**src/rtl/bb3_pkg.sv**
```systemverilog
// ----------------------------------------------------------------------------
// bb3_pkg: shared types and constants of the 3x3 box blur
// Command and status bundles between controller and datapath, field widths,
// register indexes and reset values.
// ----------------------------------------------------------------------------
package bb3_pkg;

   // Field widths that are fixed by the interface.
   localparam int PIX_W    = 8;
   localparam int FW_W     = 11;
   localparam int FH_W     = 13;
   localparam int CSR_W    = 32;
   localparam int CSR_AW   = 3;

   // Neighbourhood sums and the rounding division.
   localparam int SUM_W     = 12;
   localparam int NUM_W     = SUM_W + 1;
   localparam int DEN_W     = 5;
   localparam int TCNT_W    = 4;
   localparam int DIV_STEPS = NUM_W;
   localparam int STEP_W    = 4;

   // Register indexes.
   localparam logic REG_FRAME_WIDTH  = 1'b0;
   localparam logic REG_FRAME_HEIGHT = 1'b1;

   // Register reset values.
   localparam int RST_WIDTH  = 640;
   localparam int RST_HEIGHT = 480;

   // Commands from the controller to the datapath.
   typedef struct packed {
      logic capture;
      logic latch;
      logic mult;
      logic write;
      logic tap_clear;
      logic tap_issue;
      logic tap_acc;
      logic div_load;
      logic div_step;
      logic emit;
   } cmd_type;

   // Status from the datapath to the controller.
   typedef struct packed {
      logic emit_due;
      logic tap_last;
      logic div_last;
   } sts_type;

endpackage

```
**src/rtl/bb3_ctrl.sv**
```systemverilog
// ----------------------------------------------------------------------------
// bb3_ctrl: sequencer of the 3x3 box blur
// Steps one item through size latch, total, line store write and, when a result
// is due, the nine tap reads, the rounding division and the result handshake.
// ----------------------------------------------------------------------------
module bb3_ctrl (
   input  logic             clock,
   input  logic             reset,
   input  logic             req_valid,
   output logic             req_ready,
   output logic             rsp_valid,
   input  logic             rsp_ready,
   output bb3_pkg::cmd_type cmd,
   input  bb3_pkg::sts_type sts
);
   import bb3_pkg::*;

   localparam logic [3:0] ST_IDLE   = 4'd0;
   localparam logic [3:0] ST_LATCH  = 4'd1;
   localparam logic [3:0] ST_TOTAL  = 4'd2;
   localparam logic [3:0] ST_WRITE  = 4'd3;
   localparam logic [3:0] ST_DECIDE = 4'd4;
   localparam logic [3:0] ST_TADDR  = 4'd5;
   localparam logic [3:0] ST_TACC   = 4'd6;
   localparam logic [3:0] ST_DINIT  = 4'd7;
   localparam logic [3:0] ST_DIV    = 4'd8;
   localparam logic [3:0] ST_OUT    = 4'd9;

   logic [3:0] state_ff;
   logic [3:0] state_in;

   // Next state and commands.
   always_comb begin
      state_in = state_ff;
      cmd      = '0;
      req_ready = 1'b0;
      rsp_valid = 1'b0;
      unique case (state_ff)
         ST_IDLE: begin
            req_ready = 1'b1;
            if (req_valid) begin
               cmd.capture = 1'b1;
               state_in    = ST_LATCH;
            end
         end
         ST_LATCH: begin
            cmd.latch = 1'b1;
            state_in  = ST_TOTAL;
         end
         ST_TOTAL: begin
            cmd.mult = 1'b1;
            state_in = ST_WRITE;
         end
         ST_WRITE: begin
            cmd.write = 1'b1;
            state_in  = ST_DECIDE;
         end
         ST_DECIDE: begin
            cmd.tap_clear = 1'b1;
            state_in      = sts.emit_due ? ST_TADDR : ST_IDLE;
         end
         ST_TADDR: begin
            cmd.tap_issue = 1'b1;
            state_in      = ST_TACC;
         end
         ST_TACC: begin
            cmd.tap_acc = 1'b1;
            state_in    = sts.tap_last ? ST_DINIT : ST_TADDR;
         end
         ST_DINIT: begin
            cmd.div_load = 1'b1;
            state_in     = ST_DIV;
         end
         ST_DIV: begin
            cmd.div_step = 1'b1;
            if (sts.div_last) begin
               state_in = ST_OUT;
            end
         end
         ST_OUT: begin
            rsp_valid = 1'b1;
            if (rsp_ready) begin
               cmd.emit = 1'b1;
               state_in = ST_IDLE;
            end
         end
         default: begin
            state_in = ST_IDLE;
         end
      endcase
   end

   // State register.
   always_ff @(posedge clock) begin
      if (reset) begin
         state_ff <= ST_IDLE;
      end else begin
         state_ff <= state_in;
      end
   end

endmodule

```
**config.mk**
```make
export PLATFORM = sky130hd
export DESIGN_NAME = bb3_ctrl
export DESIGN_NICKNAME = d
export VERILOG_FILES = /design/src/rtl/bb3_pkg.sv /design/src/rtl/bb3_ctrl.sv
export SDC_FILE = /design/constraint.sdc
export NUM_CORES = 1
export LEC_CHECK = 0
export ABC_AREA = 1
export BUFFER_PORTS_ARGS = -buffer_cell sky130_fd_sc_hd__buf_2
export CAP_MARGIN = 0
export CORE_AREA = 2 2 39 41
export CTS_BUF_LIST = sky130_fd_sc_hd__clkbuf_8
export CTS_CLUSTER_DIAMETER = 200
export CTS_CLUSTER_SIZE = 20
export DETAILED_ROUTE_END_ITERATION = 12
export DIE_AREA = 0 0 41 43
export SYNTH_ARGS = -nofsm -noshare
export SYNTH_HDL_FRONTEND = slang
export SYNTH_SLANG_ARGS = --single-unit
```
**constraint.sdc**
```tcl
create_clock -name clock -period 2.4 [get_ports clock]
set_input_delay 0.48 -clock clock [delete_from_list [all_inputs] [get_ports clock]]
set_output_delay 0.48 -clock clock [all_outputs]
set_load 0.1 [all_outputs]
```
## Yosys cells after proc, flatten, opt, wreduce, memory -nomap -nowiden

Index checks and enable logic that the tools add are counted.
Widths: inputs -> output; s select.

- Logic and storage cells: 35
- Output and inout port bits: 12
- Bits of input ports: 7
- Bits in registers: 4

- Reductions and logical operators: 2
- Equal/unequal tests: 12
- Muxes and demuxes: 20

Operator list:

| cell | number |
|---|---|
| $pmux 4 s10 | 1 |
| $eq 4x3->1 const B | 4 |
| $mux 1 | 14 |
| $mux 4 | 3 |
| $eq 4x2->1 const B | 2 |
| $eq 4x4->1 const B | 2 |
| $ne 2x2->1 const B | 3 |
| $eq 4x1->1 const B | 1 |
| $logic_not 4->1 | 1 |
| $mux 3 | 1 |
| $reduce_and 3->1 | 1 |
| $mux 2 | 1 |

## Depth between registers and ports, before layout

- Depth after elaboration: 3
- Gate-level depth with buffers: 7
- Gate-level depth less buffers: 7

## Worst setup path after synthesis

No wires, ideal clock.

- Kind: register to output
- Start point: register state_ff[3]
- End point: output port cmd[5] in the netlist's numbering
- Data arrival time: 2.562 ns
- Data required time: 1.920 ns
- Cell stages (with the launch flop): 4
- Path buffers: 0
- Setup slack: -0.642 ns
- Path through: dfxtp_1 -> inv_1 -> nand2_1 -> nor3_1

RTL lines:

| element | line | text |
|---|---|---|
| start, declared | bb3_ctrl.sv:29 | `logic [3:0] state_ff;` |
| start signal, assigned | bb3_ctrl.sv:98 | `state_ff <= state_in;` |
| end, declared | bb3_ctrl.sv:13 | `output bb3_pkg::cmd_type cmd,` |

==> impl_metrics.toml <==
[run_status]
outcome = "completed"

[drt]
ant_nets = 0
via_count = 386
routed_wl_um = 783
drt_iter0_markers = 4
dr.pass1.iters = 2
drc_errors = 0
via_per_inst = 4.29
wl_per_cell_um = 8.70

[power]
p_leak_nw = 0.269
p_total_uw = 577
vdd_ir_drop_max_mv = 0.510
cellPowerDensity_nw_per_um2 = 1260

[placement]
post-place-ws_ns = 0.666
gp_congestion = 0.735
numPortBuffers = 18
post-place-cells = 87
place_area_um2 = 417
dp_hpwl_um = 661

[final_layout]
final_core_utilization_pct = 33.1
largest_reg_flops = 4
reg.largest.list = "state_ff: 4 flops"
finalNonFillerCells = 90
areaGrowthSynthToFinish_pct = 51.9
layout_commonest_cell = "buf_2"
diodes = 0
drive_above_1_share_pct = 39.2
largest-register = "state_ff"
mostFrequentLayoutCells = "buf_2, inv_1, nor2_1"
fin_area_um2 = 458
final_nets = 83

[clocking]
numClockSinks = 4
cts_buffers = 3
cts-hold-fix-buffers = 0
cts_setup_buffers = 0
clockBufferDepth = 2
htreeDepth = 1
insertion_delay_ns = 0.22
root_buffer = "clkbuf_8"
clk_pin_slew_ns = 0.03
cts.repair.resized = 0
cts_tree = "built"

[worst_setup_path]
timing.critical_path.required_ns = 1.92
slowest_stage = "dfxtp_1"
crit_type = "reg2out"
cpMostUsedCell = "nor2_2"
critPathCaptureType = "output pin"
cp-start-kind = "flop"
critPathMaxFanout = 4
crit_arrival_ns = 1.47
critical_path.max_stage_delay_ns = 0.43
r2r_cells = 7
path_cells = "inv_2 > nor2_2 > inv_1 > nor2_2 > buf_2"

[yosys]
synth_seq_cells = 4
ys_types = 13
syn-num-nets = 60
syn_area_um2 = 302
ys_seq_area_share_pct = 26.6
yosys_warnings = 0
synthCells = 53
avgSynthCellArea_um2 = 5.69

[floorplan]
initial_utilization_pct = 21.8
dieArea_um2 = 1760
ioPinCount = 19
rows = 14
die_y_um = 43
die_width_um = 41
core_area_um2 = 1380

[global_routing]
grt_max_degree = 6
grt_usage_pct = 11.1
overflow = 0
antenna_found_initial = 0
grt_pass1_vias = 315
grt_pass1_wl_mm = 1.20

[flow_run]
maxCapViolCount = 0

[sta]
tightest_slew_ns = 0.487
min_period_over_period_pct = 81.3
setup_viol = 0
hold_ws_ns = 0.460
skew_ns = 0.00665
fmax_mhz = 513
finalMaxSlewViolations = 0
finalSetupTns_ns = 0
rsz0062_at_grt = "no"
finalWorstSetupSlack_ns = 0.449
hold_viol_final = 0
fin_crit_ns = 1.95
slew_headroom_pct = 67.7

[worst_hold_path]
hold_path.class = "in2reg"
hold_depth = 2
-- cell type report --
type / count / area, um^2
timing repair buffer: 18 / 90.1
inverter: 11 / 41.3
sequential: 4 / 80.1
clock buffer: 3 / 41.3
fill: 158 / 926
multi-input combinational: 38 / 185
tap: 16 / 20.0
-- metal layers --
metal	vias to the layer above	part of all wire [%]	wire, um	track usage [%]
met4	0	4.0	31	12.0
met3	4	6.6	52	4.71
li1	206	-	-	-
met2	13	43	337	12.2
met5	-	0	0	0
met1	163	46	361	14.2
-- Yosys cell counts, drive strengths merged --
cell type / count / area [um^2]
a21oi: 5 / 25.0
dfxtp: 4 / 80.1
inv: 11 / 41.3
nand2: 10 / 40.0
nand3: 4 / 20.0
nand4: 1 / 6.26
nor2: 15 / 73.8
nor3: 2 / 10.0
o21ai: 1 / 5.00
-- final timing paths --
kind                       startpoint                       end  slack [ns]
max          state_ff[0]$_SDFFE_PP0P_                    cmd[4]        0.45
min                             reset  state_ff[1]$_SDFFE_PP0P_        0.46
max reg2reg  state_ff[0]$_SDFFE_PP0P_  state_ff[3]$_SDFFE_PP0P_        1.20
min reg2reg  state_ff[2]$_SDFFE_PP0P_  state_ff[2]$_SDFFE_PP0P_        0.58
-- worst max-delay path, delay by kind of cell (launching register included) --
| family | cells | cell delay [ns] |
|---|---|---|
| flip-flops | 1 | 0.43 |
| AND/OR/NAND/NOR | 2 | 0.24 |
| buffers and inverters | 3 | 0.59 |
-- kinds of logic (layout without fill, tap and decap cells) --
family | after synthesis | count (layout) | synth area share, %
AOI/OAI and AO/OA | 6 | 6 | 9.96
buffers and inverters | 11 | 32 | 13.7
DFF | 4 | 4 | 26.6
and+or+nand+nor | 32 | 32 | 49.8
-- power by group --
| group | switching (mW) | leakage [nW] | internal, mW |
|---|---|---|---|
| Sequential | 0.0205 | 0.0327 | 0.0786 |
| Combinational | 0.277 | 0.215 | 0.0578 |
| Clock | 0.0365 | 0.0216 | 0.107 |
(Power assumes the default switching activity.)
